===== src/rtl/bffa_pkg.sv =====
// Shared types and constants of the bitmap first-fit allocator.
package bffa_pkg;

  localparam int FUNC_W   = 1;
  localparam int COUNT_W  = 11;
  localparam int START_W  = 10;
  localparam int STATUS_W = 2;
  localparam int USED_W   = 11;

  localparam logic FUNC_ALLOC = 1'b0;
  localparam logic FUNC_FREE  = 1'b1;

  localparam logic [COUNT_W-1:0] POOL_UNITS_RST = 11'd1024;

  typedef enum logic [STATUS_W-1:0] {
    STAT_OK      = 2'd0,
    STAT_NO_ROOM = 2'd1,
    STAT_ZERO    = 2'd2,
    STAT_RANGE   = 2'd3
  } status_t;

  // Datapath operating mode, set by the controller.
  typedef enum logic [2:0] {
    MODE_IDLE,
    MODE_CLEAR,
    MODE_SCAN,
    MODE_MARK,
    MODE_FREE
  } mode_t;

  typedef struct packed {
    mode_t   mode;
    logic    load;    // latch request beat
    logic    init;    // set up address walk
    logic    result;  // load response register
    status_t code;
  } cmd_t;

  typedef struct packed {
    logic func_free;
    logic fail_zero;
    logic fail_room;
    logic fail_range;
    logic hit;
    logic scan_end;
    logic mark_end;
    logic free_end;
    logic clr_end;
    logic out_busy;
  } stat_t;

endpackage


===== src/rtl/bffa_if.sv =====
// Handshake channel interfaces: request, response and configuration.
interface bffa_req_if;
  logic                           valid;
  logic                           ready;
  logic [bffa_pkg::FUNC_W-1:0]    func;
  logic [bffa_pkg::COUNT_W-1:0]   unit_count;
  logic [bffa_pkg::START_W-1:0]   free_start;

  modport source (output valid, func, unit_count, free_start, input ready);
  modport sink (input valid, func, unit_count, free_start, output ready);
endinterface

interface bffa_rsp_if;
  logic                           valid;
  logic                           ready;
  logic [bffa_pkg::STATUS_W-1:0]  status;
  logic [bffa_pkg::START_W-1:0]   run_start;
  logic [bffa_pkg::USED_W-1:0]    used_total;

  modport source (output valid, status, run_start, used_total, input ready);
  modport sink (input valid, status, run_start, used_total, output ready);
endinterface

interface bffa_cfg_if;
  logic                           valid;
  logic                           ready;
  logic [bffa_pkg::COUNT_W-1:0]   pool_units;

  modport source (output valid, pool_units, input ready);
  modport sink (input valid, pool_units, output ready);
endinterface


===== src/rtl/bffa_ram.sv =====
// Generic simple dual-port RAM, one write and one registered read port.
module bffa_ram #(
  parameter int WIDTH = 1,
  parameter int DEPTH = 1024,
  localparam int AW = (DEPTH > 1) ? $clog2(DEPTH) : 1
) (
  input  logic             clk,
  input  logic             we,
  input  logic [AW-1:0]    waddr,
  input  logic [WIDTH-1:0] wdata,
  input  logic [AW-1:0]    raddr,
  output logic [WIDTH-1:0] rdata
);

  logic [WIDTH-1:0] mem [DEPTH];

  always_ff @(posedge clk) begin
    if (we) begin
      mem[waddr] <= wdata;
    end
    rdata <= mem[raddr];
  end

endmodule


===== src/rtl/bffa_ctrl.sv =====
// Allocator controller: sequences clear, check, scan, mark, free and response.
module bffa_ctrl (
  input  logic            clk,
  input  logic            rst,
  input  bffa_pkg::stat_t st,
  input  logic            in_valid,
  output logic            in_ready,
  output bffa_pkg::cmd_t  cmd
);

  typedef enum logic [2:0] {
    S_CLEAR,
    S_IDLE,
    S_CHECK,
    S_SCAN,
    S_MARK,
    S_FREE,
    S_RESP
  } state_t;

  state_t            state;
  bffa_pkg::status_t code;

  always_ff @(posedge clk) begin
    if (rst) begin
      state <= S_CLEAR;
      code  <= bffa_pkg::STAT_OK;
    end else begin
      case (state)
        S_CLEAR: begin
          if (st.clr_end) begin
            state <= S_IDLE;
          end
        end
        S_IDLE: begin
          if (in_valid) begin
            state <= S_CHECK;
          end
        end
        S_CHECK: begin
          if (st.fail_zero) begin
            code  <= bffa_pkg::STAT_ZERO;
            state <= S_RESP;
          end else if (st.func_free) begin
            if (st.fail_range) begin
              code  <= bffa_pkg::STAT_RANGE;
              state <= S_RESP;
            end else begin
              state <= S_FREE;
            end
          end else begin
            if (st.fail_room) begin
              code  <= bffa_pkg::STAT_NO_ROOM;
              state <= S_RESP;
            end else begin
              state <= S_SCAN;
            end
          end
        end
        S_SCAN: begin
          if (st.hit) begin
            state <= S_MARK;
          end else if (st.scan_end) begin
            code  <= bffa_pkg::STAT_NO_ROOM;
            state <= S_RESP;
          end
        end
        S_MARK: begin
          if (st.mark_end) begin
            code  <= bffa_pkg::STAT_OK;
            state <= S_RESP;
          end
        end
        S_FREE: begin
          if (st.free_end) begin
            code  <= bffa_pkg::STAT_OK;
            state <= S_RESP;
          end
        end
        S_RESP: begin
          if (!st.out_busy) begin
            state <= S_IDLE;
          end
        end
        default: begin
          state <= S_IDLE;
        end
      endcase
    end
  end

  assign in_ready = (state == S_IDLE);

  always_comb begin
    cmd.mode   = bffa_pkg::MODE_IDLE;
    cmd.load   = 1'b0;
    cmd.init   = 1'b0;
    cmd.result = 1'b0;
    cmd.code   = code;
    case (state)
      S_CLEAR: cmd.mode = bffa_pkg::MODE_CLEAR;
      S_IDLE:  cmd.load = in_valid;
      S_CHECK: cmd.init = !st.fail_zero &&
                          (st.func_free ? !st.fail_range : !st.fail_room);
      S_SCAN:  cmd.mode = bffa_pkg::MODE_SCAN;
      S_MARK:  cmd.mode = bffa_pkg::MODE_MARK;
      S_FREE:  cmd.mode = bffa_pkg::MODE_FREE;
      S_RESP:  cmd.result = !st.out_busy;
      default: cmd.mode = bffa_pkg::MODE_IDLE;
    endcase
  end

endmodule


===== src/rtl/bffa_dp.sv =====
// Allocator datapath: bitmap RAM, address walk, run counter, used count, response register.
module bffa_dp #(
  parameter int POOL_MAX = 1024
) (
  input  logic                           clk,
  input  logic                           rst,
  input  bffa_pkg::cmd_t                 cmd,
  output bffa_pkg::stat_t                st,
  input  logic [bffa_pkg::FUNC_W-1:0]    func,
  input  logic [bffa_pkg::COUNT_W-1:0]   unit_count,
  input  logic [bffa_pkg::START_W-1:0]   free_start,
  input  logic                           cfg_we,
  input  logic [bffa_pkg::COUNT_W-1:0]   cfg_pool_units,
  input  logic                           rsp_ready,
  output logic                           rsp_valid,
  output logic [bffa_pkg::STATUS_W-1:0]  rsp_status,
  output logic [bffa_pkg::START_W-1:0]   rsp_run_start,
  output logic [bffa_pkg::USED_W-1:0]    rsp_used_total
);

  localparam int AW = (POOL_MAX > 1) ? $clog2(POOL_MAX) : 1;
  localparam int PW = $clog2(POOL_MAX + 1);
  localparam int CW = (PW > bffa_pkg::COUNT_W) ? PW : bffa_pkg::COUNT_W;
  localparam int SW = CW + 1;

  logic [bffa_pkg::COUNT_W-1:0] pool_units;
  logic [bffa_pkg::FUNC_W-1:0]  func_q;
  logic [bffa_pkg::COUNT_W-1:0] count_q;
  logic [bffa_pkg::START_W-1:0] start_q;
  logic [PW-1:0]                used_count;
  logic [AW-1:0]                addr;
  logic                         issue_on;
  logic                         rv;
  logic [AW-1:0]                ra;
  logic [CW-1:0]                run;
  logic [AW-1:0]                mark_hi;
  logic [AW-1:0]                res_start;

  logic [CW-1:0] pool_eff, used_w, free_units, count_w, run_inc;
  logic [SW-1:0] range_end;
  logic [AW-1:0] pool_last, free_last, last_addr, first;
  logic          reading, hit, rdata;
  logic          ram_we, ram_wd;
  logic [AW-1:0] ram_wa;

  assign pool_eff   = (CW'(pool_units) < CW'(POOL_MAX)) ? CW'(pool_units) : CW'(POOL_MAX);
  assign used_w     = CW'(used_count);
  assign free_units = (used_w < pool_eff) ? (pool_eff - used_w) : '0;
  assign count_w    = CW'(count_q);
  assign range_end  = SW'(start_q) + SW'(count_q);
  assign pool_last  = AW'(pool_eff - CW'(1));
  assign free_last  = AW'(range_end - SW'(1));
  assign last_addr  = (cmd.mode == bffa_pkg::MODE_FREE) ? free_last : pool_last;
  assign reading    = ((cmd.mode == bffa_pkg::MODE_SCAN) ||
                       (cmd.mode == bffa_pkg::MODE_FREE)) && issue_on;
  assign run_inc    = run + CW'(1);
  assign first      = AW'(CW'(ra) + CW'(1) - count_w);
  assign hit        = (cmd.mode == bffa_pkg::MODE_SCAN) && rv && !rdata &&
                      (run_inc == count_w);

  always_comb begin
    st.func_free  = (func_q == bffa_pkg::FUNC_FREE);
    st.fail_zero  = (count_q == '0);
    st.fail_room  = (count_w > free_units);
    st.fail_range = (range_end > SW'(pool_eff));
    st.hit        = hit;
    st.scan_end   = (cmd.mode == bffa_pkg::MODE_SCAN) && rv && (ra == pool_last) && !hit;
    st.mark_end   = (cmd.mode == bffa_pkg::MODE_MARK) && (addr == mark_hi);
    st.free_end   = (cmd.mode == bffa_pkg::MODE_FREE) && rv && (ra == free_last);
    st.clr_end    = (cmd.mode == bffa_pkg::MODE_CLEAR) && (addr == AW'(POOL_MAX - 1));
    st.out_busy   = rsp_valid && !rsp_ready;
  end

  // Write port: clear sweep, run marking, or clearing a used bit read back
  always_comb begin
    ram_we = 1'b0;
    ram_wa = addr;
    ram_wd = 1'b0;
    case (cmd.mode)
      bffa_pkg::MODE_CLEAR: ram_we = 1'b1;
      bffa_pkg::MODE_MARK: begin
        ram_we = 1'b1;
        ram_wd = 1'b1;
      end
      bffa_pkg::MODE_FREE: begin
        ram_we = rv && rdata;
        ram_wa = ra;
      end
      default: ram_we = 1'b0;
    endcase
  end

  bffa_ram #(
    .WIDTH (1),
    .DEPTH (POOL_MAX)
  ) u_map (
    .clk   (clk),
    .we    (ram_we),
    .waddr (ram_wa),
    .wdata (ram_wd),
    .raddr (addr),
    .rdata (rdata)
  );

  always_ff @(posedge clk) begin
    if (rst) begin
      pool_units <= bffa_pkg::POOL_UNITS_RST;
      used_count <= '0;
      addr       <= '0;
      issue_on   <= 1'b0;
      rv         <= 1'b0;
      rsp_valid  <= 1'b0;
    end else begin
      if (cfg_we) begin
        pool_units <= cfg_pool_units;
      end

      // no read is issued in the check cycle, so rv starts each walk low
      rv <= reading;
      if (cmd.init) begin
        addr     <= (func_q == bffa_pkg::FUNC_FREE) ? AW'(start_q) : '0;
        issue_on <= 1'b1;
      end else if (hit) begin
        addr <= first;
      end else if (reading) begin
        addr <= addr + AW'(1);
        if (addr == last_addr) begin
          issue_on <= 1'b0;
        end
      end else if ((cmd.mode == bffa_pkg::MODE_MARK) ||
                   (cmd.mode == bffa_pkg::MODE_CLEAR)) begin
        addr <= addr + AW'(1);
      end

      if (hit) begin
        used_count <= PW'(used_w + count_w);
      end else if ((cmd.mode == bffa_pkg::MODE_FREE) && rv && rdata &&
                   (used_count != '0)) begin
        used_count <= used_count - PW'(1);
      end

      if (cmd.result) begin
        rsp_valid <= 1'b1;
      end else if (rsp_ready) begin
        rsp_valid <= 1'b0;
      end
    end
  end

  always_ff @(posedge clk) begin
    if (cmd.load) begin
      func_q  <= func;
      count_q <= unit_count;
      start_q <= free_start;
    end
    ra <= addr;
    if (cmd.init) begin
      run <= '0;
    end else if ((cmd.mode == bffa_pkg::MODE_SCAN) && rv) begin
      run <= rdata ? '0 : run_inc;
    end
    if (hit) begin
      mark_hi   <= ra;
      res_start <= first;
    end
    if (cmd.result) begin
      rsp_status     <= cmd.code;
      rsp_run_start  <= ((cmd.code == bffa_pkg::STAT_OK) && (func_q == bffa_pkg::FUNC_ALLOC)) ?
                        bffa_pkg::START_W'(res_start) : '0;
      rsp_used_total <= bffa_pkg::USED_W'(used_count);
    end
  end

endmodule


===== src/rtl/bitmap_first_fit_allocator.sv =====
// Bitmap first-fit allocator top level: controller, datapath and channel hookup.
// Sequence: a zero count or failed check goes straight to the response; allocate runs a
//   linear scan of the bitmap RAM, one unit per cycle, then marks the found run unit by unit;
//   free walks its range one unit per cycle through the RAM read port.
// Throughput: one request in flight; the bitmap RAM's single read port sets the pace.
// Reset: synchronous; a clearing pass zeroes the bitmap, requests wait.
module bitmap_first_fit_allocator #(
  parameter int POOL_MAX = 1024
) (
  input logic      clk,
  input logic      rst,
  bffa_req_if.sink   req,
  bffa_rsp_if.source rsp,
  bffa_cfg_if.sink   cfg
);

  // Control/status bundles between the FSM and the datapath
  bffa_pkg::cmd_t  cmd;
  bffa_pkg::stat_t st;
  logic            in_ready;

  // One request at a time: ready only while the controller is idle.
  // A finished response sits in the output register, so the next beat
  // can be taken while the sink still stalls.
  assign req.ready = in_ready;

  // Pool size register is always writable; the block does not check that it is idle.
  assign cfg.ready = 1'b1;

  bffa_ctrl u_ctrl (
    .clk      (clk),
    .rst      (rst),
    .st       (st),
    .in_valid (req.valid),
    .in_ready (in_ready),
    .cmd      (cmd)
  );

  // Datapath holds the bitmap, the used count and the response register
  bffa_dp #(
    .POOL_MAX (POOL_MAX)
  ) u_dp (
    .clk            (clk),
    .rst            (rst),
    .cmd            (cmd),
    .st             (st),
    .func           (req.func),
    .unit_count     (req.unit_count),
    .free_start     (req.free_start),
    .cfg_we         (cfg.valid),
    .cfg_pool_units (cfg.pool_units),
    .rsp_ready      (rsp.ready),
    .rsp_valid      (rsp.valid),
    .rsp_status     (rsp.status),
    .rsp_run_start  (rsp.run_start),
    .rsp_used_total (rsp.used_total)
  );

  // A new result never overwrites a beat the sink has not taken
  a_no_overwrite: assert property (@(posedge clk) disable iff (rst)
    cmd.result |-> !(rsp.valid && !rsp.ready))
    else $error("response overwritten while stalled");

  // Only one request is worked on at a time
  a_one_in_flight: assert property (@(posedge clk) disable iff (rst)
    (req.valid && req.ready) |=> !req.ready)
    else $error("second request taken while busy");

  // Failed requests report run start zero; free requests do too, but only failures are checked here
  a_start_zero: assert property (@(posedge clk) disable iff (rst)
    (rsp.valid && (rsp.status != bffa_pkg::STAT_OK)) |-> (rsp.run_start == '0))
    else $error("nonzero run start on failed request");

  // Used count never exceeds the built pool
  a_used_bound: assert property (@(posedge clk) disable iff (rst)
    rsp.valid |-> (rsp.used_total <= POOL_MAX))
    else $error("used count above pool size");

endmodule

===== src/flat_wrapper.sv =====
// flat-port wrapper written by rule: the top's interface ports become plain ports
module bitmap_first_fit_allocator_flat 
#(
  parameter int POOL_MAX = 1024
)
  (clk, rst, req_valid, req_func, req_unit_count, req_free_start, req_ready, rsp_valid, rsp_status, rsp_run_start, rsp_used_total, rsp_ready, cfg_valid, cfg_pool_units, cfg_ready);
  bffa_req_if req_i ();
  bffa_rsp_if rsp_i ();
  bffa_cfg_if cfg_i ();
  input logic clk;
  input logic rst;
  input wire logic [$bits(req_i.valid)-1:0] req_valid;
  input wire logic [$bits(req_i.func)-1:0] req_func;
  input wire logic [$bits(req_i.unit_count)-1:0] req_unit_count;
  input wire logic [$bits(req_i.free_start)-1:0] req_free_start;
  output wire logic [$bits(req_i.ready)-1:0] req_ready;
  output wire logic [$bits(rsp_i.valid)-1:0] rsp_valid;
  output wire logic [$bits(rsp_i.status)-1:0] rsp_status;
  output wire logic [$bits(rsp_i.run_start)-1:0] rsp_run_start;
  output wire logic [$bits(rsp_i.used_total)-1:0] rsp_used_total;
  input wire logic [$bits(rsp_i.ready)-1:0] rsp_ready;
  input wire logic [$bits(cfg_i.valid)-1:0] cfg_valid;
  input wire logic [$bits(cfg_i.pool_units)-1:0] cfg_pool_units;
  output wire logic [$bits(cfg_i.ready)-1:0] cfg_ready;
  assign req_i.valid = req_valid;
  assign req_i.func = req_func;
  assign req_i.unit_count = req_unit_count;
  assign req_i.free_start = req_free_start;
  assign req_ready = req_i.ready;
  assign rsp_valid = rsp_i.valid;
  assign rsp_status = rsp_i.status;
  assign rsp_run_start = rsp_i.run_start;
  assign rsp_used_total = rsp_i.used_total;
  assign rsp_i.ready = rsp_ready;
  assign cfg_i.valid = cfg_valid;
  assign cfg_i.pool_units = cfg_pool_units;
  assign cfg_ready = cfg_i.ready;
  bitmap_first_fit_allocator #(.POOL_MAX(POOL_MAX)) u_core (.clk(clk), .rst(rst), .req(req_i), .rsp(rsp_i), .cfg(cfg_i));
endmodule

===== config.mk =====
export PLATFORM = sky130hd
export DESIGN_NAME = bitmap_first_fit_allocator_flat
export DESIGN_NICKNAME = d
export VERILOG_FILES = /design/src/rtl/bffa_pkg.sv /design/src/rtl/bffa_if.sv /design/src/rtl/bffa_ram.sv /design/src/rtl/bffa_ctrl.sv /design/src/rtl/bffa_dp.sv /design/src/rtl/bitmap_first_fit_allocator.sv /design/src/flat_wrapper.sv
export SDC_FILE = /design/constraint.sdc
export NUM_CORES = 2
export LEC_CHECK = 0
export ABC_AREA = 1
export BUFFER_PORTS_ARGS = -buffer_cell sky130_fd_sc_hd__buf_2
export CORE_ASPECT_RATIO = 1.2
export CORE_MARGIN = 3
export CORE_UTILIZATION = 50
export CTS_BUF_LIST = sky130_fd_sc_hd__clkbuf_4
export DETAILED_ROUTE_END_ITERATION = 8
export PLACE_DENSITY_LB_ADDON = 0.1
export SLEW_MARGIN = 40
export SYNTH_ARGS = -nofsm -noshare
export SYNTH_HDL_FRONTEND = slang
export SYNTH_SLANG_ARGS = --single-unit
export TNS_END_PERCENT = 20

===== constraint.sdc =====
create_clock -name clk -period 64.6 [get_ports clk]
set_input_delay 3.23 -clock clk [delete_from_list [all_inputs] [get_ports clk]]
set_output_delay 3.23 -clock clk [all_outputs]
set_load 0.005 [all_outputs]

# Yosys cells after proc, flatten, opt, wreduce, memory -nomap -nowiden
# Memories as Yosys holds them, arrays and structs flattened. A register that Yosys moved wholly into a read port is not among the register bits.
# Cells that the tools add are included.
word_totals:
  register_bits: 126
  ramBits: 1024
  wordCells: 148
  memories: 1
memory_table:
  columns: ["memory", "depth", "width", "rd", "rd_ports_with_merged_regs", "write_ports", "line_no", "rtl"]
  rows:
  - ["u_core.u_dp.u_map.mem", 1024, 1, 1, 1, 1, "bffa_ram.sv:15", "logic [WIDTH-1:0] mem [DEPTH];"]
op_classes:
  add_sub_neg: 10
  n_lt_le_gt_ge: 4
  n_eq_ne: 27
  n_mux: 48
  n_bitwise: 1
  n_reduce_logical: 39
op_table:
  columns: ["cell", "n"]
  rows:
  - ["$mux W10", 7]
  - ["$mux W11", 5]
  - ["$eq A10 B10 Y1", 4]
  - ["$mux W3", 10]
  - ["$pmux W3 S7", 1]
  - ["$add A10 B1 Y10 const B", 2]
  - ["$sub A10 B1 Y10 const B", 2]
  - ["$mux W2", 9]
  - ["$logic_and A1 B1 Y1", 16]
  - ["$mux W1", 13]
  - ["$add A10 B11 Y12", 1]
  - ["$eq A3 B2 Y1 const B", 4]
  - ["$eq A3 B3 Y1 const B", 4]
  - ["$gt A12 B11 Y1", 1]
  - ["$pmux W3 S4", 1]
  - ["$add A11 B1 Y11 const B", 1]
  - ["$add A11 B11 Y11", 1]
  - ["$eq A11 B11 Y1", 1]
  - ["$gt A11 B11 Y1", 1]
  - ["$logic_not A11 Y1", 1]
  - ["$lt A11 B11 Y1", 1]
  - ["$lt A11 B11 Y1 const B", 1]
  - ["$reduce_bool A11 Y1", 1]
  - ["$sub A11 B1 Y11 const B", 1]
  - ["other kinds (21)", 40]

# Logic depth before layout (Yosys ltp)
depth:
  ltp_word: 11
  depth_mapped: 35
  depth_no_buf: 34

# Modules after synthesis
# From an unflattened synthesis, not the netlist that was laid out.
hier_totals:
  cells_unflattened: 5920
  hier_area_um2: 55554.5
by_module_without_submodules:
  columns: ["mod", "instances", "cells_per_inst", "area_each_um2", "seq_area_each_um2"]
  rows:
  - ["bffa_ram", 1, 4679, 46392.0, 30769.5]
  - ["bffa_dp", 1, 1146, 8524.4, 3072.9]
  - ["bffa_ctrl", 1, 93, 626.9, 100.1]
  - ["bitmap_first_fit_allocator", 1, 2, 11.3, 0.0]

# Least setup slack after synthesis
# Ideal clock, no wire load.
synth_path:
  path_kind: "register to register"
  startpoint: "reg u_core.u_ctrl.state[1]"
  endpoint: "mem u_core.u_dp.u_map.mem[0] (data pin)"
  arrival_time_ns: 24.130
  path_slack_ns: 35.498
  stages_incl_launch_ff: 4
  path_cell_list: "dfxtp_1 > inv_1 > nand2_1 > nor2_1"
synth_between:
  elab_chain_len: 4
synth_rtl:
  columns: ["item", "line_no", "rtl"]
  rows:
  - ["from (decl)", "bffa_ctrl.sv:21", "state_t state;"]
  - ["from (signal assigned)", "bffa_ctrl.sv:26", "state <= S_CLEAR;"]
  - ["from (signal assigned)", "bffa_ctrl.sv:32", "state <= S_IDLE;"]
  - ["from (signal assigned)", "bffa_ctrl.sv:37", "state <= S_CHECK;"]
  - ["$eq A3 B3 Y1, or another cell as far along", "bffa_ctrl.sv:100", "case (state)"]
  - ["$pmux W3 S4 *", "bffa_ctrl.sv:100", null]
  - ["$eq A3 B2 Y1 *", "bffa_dp.sv:79", "case (cmd.mode)"]
  - ["$mux W1 *", "bffa_dp.sv:79", null]
  - ["net u_core.u_dp.ram_wd", "bffa_dp.sv:43", "logic ram_we, ram_wd;"]
  - ["to (decl)", "bffa_ram.sv:15", null]
# Mark *: on every way through the listed nets, which the timed path passes. The rest lies on a longest branch.

# Worst setup path after layout
layout_path:
  startpoint: "reg u_core.u_dp.pool_units[10] (netlist bit)"
  endpoint: "reg u_core.u_dp.addr[2]"
layout_between:
  elab_chain_len: 10
layout_rtl:
  columns: ["item", "line_no", "rtl"]
  rows:
  - ["from (decl)", "bffa_dp.sv:26", "logic [bffa_pkg::COUNT_W-1:0] pool_units;"]
  - ["from (signal assigned)", "bffa_dp.sv:107", "pool_units <= bffa_pkg::POOL_UNITS_RST;"]
  - ["from (signal assigned)", "bffa_dp.sv:115", "pool_units <= cfg_pool_units;"]
  - ["$lt A11 B11 Y1", "bffa_dp.sv:46", "assign pool_eff = (CW'(pool_units) < CW'(POOL_MAX)) ? CW'(pool_units) : CW'(POOL_MAX);"]
  - ["$mux W11 *", "bffa_dp.sv:46", null]
  - ["$sub A11 B11 Y11 / $lt A11 B11 Y1 (equally long branches)", "bffa_dp.sv:48", "assign free_units = (used_w < pool_eff) ? (pool_eff - used_w) : '0;"]
  - ["$mux W11", "bffa_dp.sv:48", null]
  - ["$gt A11 B11 Y1", "bffa_dp.sv:64", "st.fail_room = (count_w > free_units);"]
  - ["$logic_not A1 Y1", "bffa_ctrl.sv:104", "(st.func_free ? !st.fail_range : !st.fail_room);"]
  - ["$mux W1 *", "bffa_ctrl.sv:104", null]
  - ["$logic_and A1 B1 Y1 *", "bffa_ctrl.sv:103", "S_CHECK: cmd.init = !st.fail_zero &&"]
  - ["$mux W1 *", "bffa_ctrl.sv:100", null]
  - ["$reduce_bool A4 Y1 (no source line) / $mux W10 (equally long branches)", null, null]
  - ["to (signal assigned)", "bffa_dp.sv:121", "addr <= (func_q == bffa_pkg::FUNC_FREE) ? AW'(start_q) : '0;"]
  - ["to (signal assigned)", "bffa_dp.sv:124", "addr <= first;"]
  - ["to (signal assigned)", "bffa_dp.sv:126", "addr <= addr + AW'(1);"]
  - ["to (decl)", "bffa_dp.sv:31", "logic [AW-1:0] addr;"]
# Mark *: on every way between the ends. The rest lies on a longest branch, timed or not.
# A chain may end at the register's enable or synchronous reset.

==> impl_summary.log <==
[metrics] Most Frequent Cell on Critical Path: sky130_fd_sc_hd__nand2_1
[metrics] number of design-rule violations left by the first detailed-router iteration: about 4400
[metrics] Critical R2R Launch: u_core.u_dp.pool_units[10]
[metrics] Max Clk Rate: 183.8 MHz
[metrics] detailed-routing iteration count for the pre-antenna-repair pass: 8
[metrics] Least-Margin Pin Slew: about 0.95 ns
[metrics] count of antenna-violating nets left after detailed routing: 0
[metrics] RePlAce Congestion: 0.9427
[metrics] Power Density: 36.34 nW/µm²
[metrics] Hold Buf Count CTS: 0
[metrics] area added between synthesis and finish: 9.074%
[metrics] clock buffer depth: 4
[metrics] type of the worst setup path: flop to flop
[metrics] Post-Syn Instances: 5523
[metrics] average instance area after synthesis: 9.807 µm²
[metrics] required time reported for the critical path endpoint: roughly 66 ns
[metrics] instance count after placement with tap cells included: about 6600
[metrics] count of distinct cell types in the synthesized netlist: 53
[metrics] Setup Fix Bufs, Post-CTS: 0
[metrics] horizontal extent of the die: a little over 300 µm
[metrics] Total Die Area: 112300 µm²
[metrics] number of rows in the core area: 131
[metrics] clock tree skew after final layout: 0.09915 ns
[metrics] shortest period the worst path allows: 5.440 ns
[metrics] Data arrival, critical path: 6.47 ns
[metrics] Final setup viols: 0
[metrics] dominant cells by area after synthesis: sky130_fd_sc_hd__edfxtp_1, sky130_fd_sc_hd__nor2_1, sky130_fd_sc_hd__o21ai_0
[metrics] final-layout setup total negative slack: 0 ns
[metrics] share of layout cells above drive strength 1: 0.1310
[metrics] clock-pin slew on the worst setup and hold paths: 0.07 ns
[metrics] Floorplan Core Area: 106900 µm²
[metrics] RSZ-0062 raised after global routing: no
[metrics] worst hold slack: roughly 0.45 ns
[metrics] worst reg2reg path endpoint: u_core.u_dp.addr[2]
[metrics] Final period util: 0.08421
[metrics] kind of end point of the critical path: flop
[metrics] kind of path behind the tightest hold check: flop to flop
[metrics] total CTS buffers: roughly 320
[metrics] worst-case headroom to the max-slew limit: 0.3684
[metrics] cell area after synthesis: around 54000 µm²
[metrics] type of origin of the critical path: flop
[metrics] Max Transition Viols Final: 0
[metrics] DRC violation count after routing: 0
[metrics] Synth async-reset ratio: 0
[metrics] Leakage: 19.94 nW
[metrics] Nets: roughly 5700
[metrics] WL per Instance: between 20 and 25 µm
[metrics] net switching component of the power: ~0.79 mW
[metrics] level count of the clock H-tree: 5
[metrics] Seq/Total Area, Yosys: 0.6267
[metrics] fraction of synthesized cell area taken by the top area cell type: 0.6038
[metrics] largest net degree at the start of global routing: 180
[metrics] area of placed instances: 55410 µm²
[metrics] crit path max fanout: 12
[metrics] critical path's largest stage delay: 0.66 ns
[metrics] leading area contributor after synthesis: sky130_fd_sc_hd__edfxtp_1
[metrics] CTS tree: built
[metrics] run status: finished, final reports clean
[metrics] initial core utilization: 0.5068
[metrics] switching part of the total: 0.3677
[metrics] slowest stage cell, crit path: sky130_fd_sc_hd__nor2_1
[metrics] Reg power frac: 0.419
[metrics] Logic pwr share: 0.292
[metrics] total area of multi-input combinational cells: 17860 µm²
[metrics] remaining global-route overflow: 0
[metrics] first-pass GRT wire length: around 250 mm
[metrics] final core occ: 0.5528
[metrics] final instance count without filler cells: approximately 7000
[metrics] total track usage: 0.3037
[metrics] end point of the worst hold path: u_core.u_dp.rsp_status[1]
[metrics] final hold violations: 0
[metrics] Power Internal: 1.357 mW
[metrics] clk sink count: ~1200
[metrics] Storage cell area: 33960 µm²
[metrics] clock network power share: 0.288
[metrics] initial antenna violation count: 4
[metrics] Chip Height: 366.5 µm
[metrics] Mapped Nets: 5637
[metrics] worst skew pair latency: 1.24 ns
[metrics] number of I/O port buffers: a little over 60
[metrics] hold-critical path depth: 0
[metrics] Final Routed Wirelength: 173.0 mm
[metrics] Ys Warns: 0
[metrics] hold path startpoint: u_core.u_ctrl.code[1]
[metrics] EDFF count, synth: approximately 1100
[metrics] number of cell instances on the worst register-to-register path: 32
[metrics] post-route standard cell area excluding fillers: 59080 µm²
[metrics] DR vias: around 43000
[metrics] PostCTS Resize Cnt: 0
[metrics] CTS Root Buffer Type: sky130_fd_sc_hd__clkbuf_4
[metrics] drt via density: 5.991
[metrics] HPWL after DPL: 89.79 mm
[metrics] Post-synth top cells: sky130_fd_sc_hd__nor2_1, sky130_fd_sc_hd__edfxtp_1, sky130_fd_sc_hd__o21ai_0
[metrics] dominant cell by count in the synthesized netlist: sky130_fd_sc_hd__nor2_1
[metrics] flip-flop and latch count after synthesis: 1151
[metrics] largest voltage drop on the vdd net: 0.00002479 V
[metrics] fillcell total: between 9000 and 10000
[metrics] max-cap viol count: 0
[metrics] commonest register cell after synthesis: sky130_fd_sc_hd__edfxtp_1
[metrics] vias in the first global route: 40550
[metrics] count of pins on the block boundary: 64
[metrics] setup slack on the worst flop-to-flop path: 59.16 ns
-- flip-flops by register name, summed over array words and instances, names as in the netlist, 2 cells and up --
signal	flops
u_core.u_dp.rsp_run_start	10
u_core.u_dp.used_count	11
u_core.u_dp.addr	10
u_core.u_dp.mark_hi	10
u_core.u_dp.count_q	11
u_core.u_dp.rsp_status	2
u_core.u_dp.ra	10
u_core.u_ctrl.code	2
u_core.u_dp.start_q	10
u_core.u_dp.run	11
u_core.u_dp.res_start	10
u_core.u_ctrl.state	3
u_core.u_dp.rsp_used_total	11
u_core.u_dp.pool_units	11
u_core.u_dp.u_map.mem	1024
-- layout make-up --
type                            count  share of cell area
Sequential cell                  1151              0.5748
Multi-Input combinational cell   3708              0.3022
Clock buffer                      455             0.05782
Tap cell                         1396             0.02957
Timing Repair Buffer              133             0.01646
Inverter                          233             0.01516
Clock inverter                     46            0.003897
Antenna cell                        2          0.00008472
-- cells in the final DEF (no fill, tap or decap), drive strengths merged, types with 5 or more instances in the layout --
| master | synthesis | layout |
|---|---|---|
| o211ai | 45 | 45 |
| clkinv | 5 | 43 |
| dfxtp | 62 | 62 |
| nand4 | 23 | 23 |
| a21oi | 127 | 127 |
| or2 | 6 | 6 |
| nor3 | 25 | 25 |
| o22ai | 154 | 154 |
| nand2 | 491 | 491 |
| edfxtp | 1089 | 1089 |
| ha | 72 | 72 |
| o21ai | 577 | 577 |
| inv | 228 | 234 |
| nand3b | 6 | 6 |
| o2111ai | 9 | 9 |
| xnor2 | 8 | 8 |
| nand3 | 280 | 280 |
| buf | 137 | 133 |
| xor2 | 37 | 37 |
| clkbuf | 294 | 455 |
| nor2 | 1725 | 1725 |
| nor4 | 5 | 5 |
| a31oi | 6 | 6 |
| o221ai | 89 | 89 |
-- cells by family (layout without fill, tap and decap cells) --
| kind of cell | count (synthesis) | after routing | synth area share |
|---|---|---|---|
| compound gates | 1022 | 1022 | 0.1085 |
| other cells | 1 | 3 | 0.00006924 |
| simple gates | 2563 | 2563 | 0.1900 |
| flops | 1151 | 1151 | 0.6267 |
| fa+ha+maj | 76 | 76 | 0.01811 |
| xor+xnor | 46 | 46 | 0.007693 |
| buf+inv | 664 | 867 | 0.04888 |
-- per-layer routing --
layer,vias up,track usage,part of all wire
li1,19290,-,-
met1,20960,0.3796,0.38
met2,1992,0.5031,0.48
met3,441,0.05618,0.085
met4,2,0.1607,0.053
met5,-,0,0.000069
-- power by group through the flow --
stage / Combinational, mW / Sequential [mW] / Clock [mW]
finish: 0.627 / 0.901 / 0.619
CTS: 0.621 / 0.900 / 0.633
detailed placement: 0.620 / 0.916 / 0
floorplan: 0.399 / 0.976 / 0
global placement: 0.612 / 0.917 / 0
global route: 0.682 / 0.901 / 0.672
-- per-stage QoR --
step / setup WS (ns) / power, mW
after floorplan: 35.50 / 1.375
after global placement: 59.23 / 1.529
after detailed placement: 59.16 / 1.535
after CTS: 59.09 / 2.154
after global routing: 58.49 / 2.254
final: 59.16 / 2.147
-- worst max path at each step --
| stage | startpoint | end | cells past startpoint |
|---|---|---|---|
| floorplan | u_core.u_ctrl.state[1] | u_core.u_dp.u_map.mem[0] | 3 |
| global placement | u_core.u_dp.pool_units[10] | u_core.u_dp.addr[1] | 32 |
| detailed placement | u_core.u_dp.pool_units[10] | u_core.u_dp.addr[2] | 32 |
| CTS | u_core.u_ctrl.state[1] | req_ready | 4 |
| global route | u_core.u_dp.pool_units[10] | u_core.u_dp.addr[2] | 32 |
| finish | u_core.u_dp.pool_units[10] | u_core.u_dp.addr[2] | 32 |
-- worst max-delay path, delay by kind of cell, from the launching register on --
family	cells	cell delay, ns
compound gates	7	0.97
flops	1	0.38
simple gates	18	2.28
buf+inv	4	0.78
fa+ha+maj	3	0.90
No activity file was read; power rests on OpenSTA's default activity.
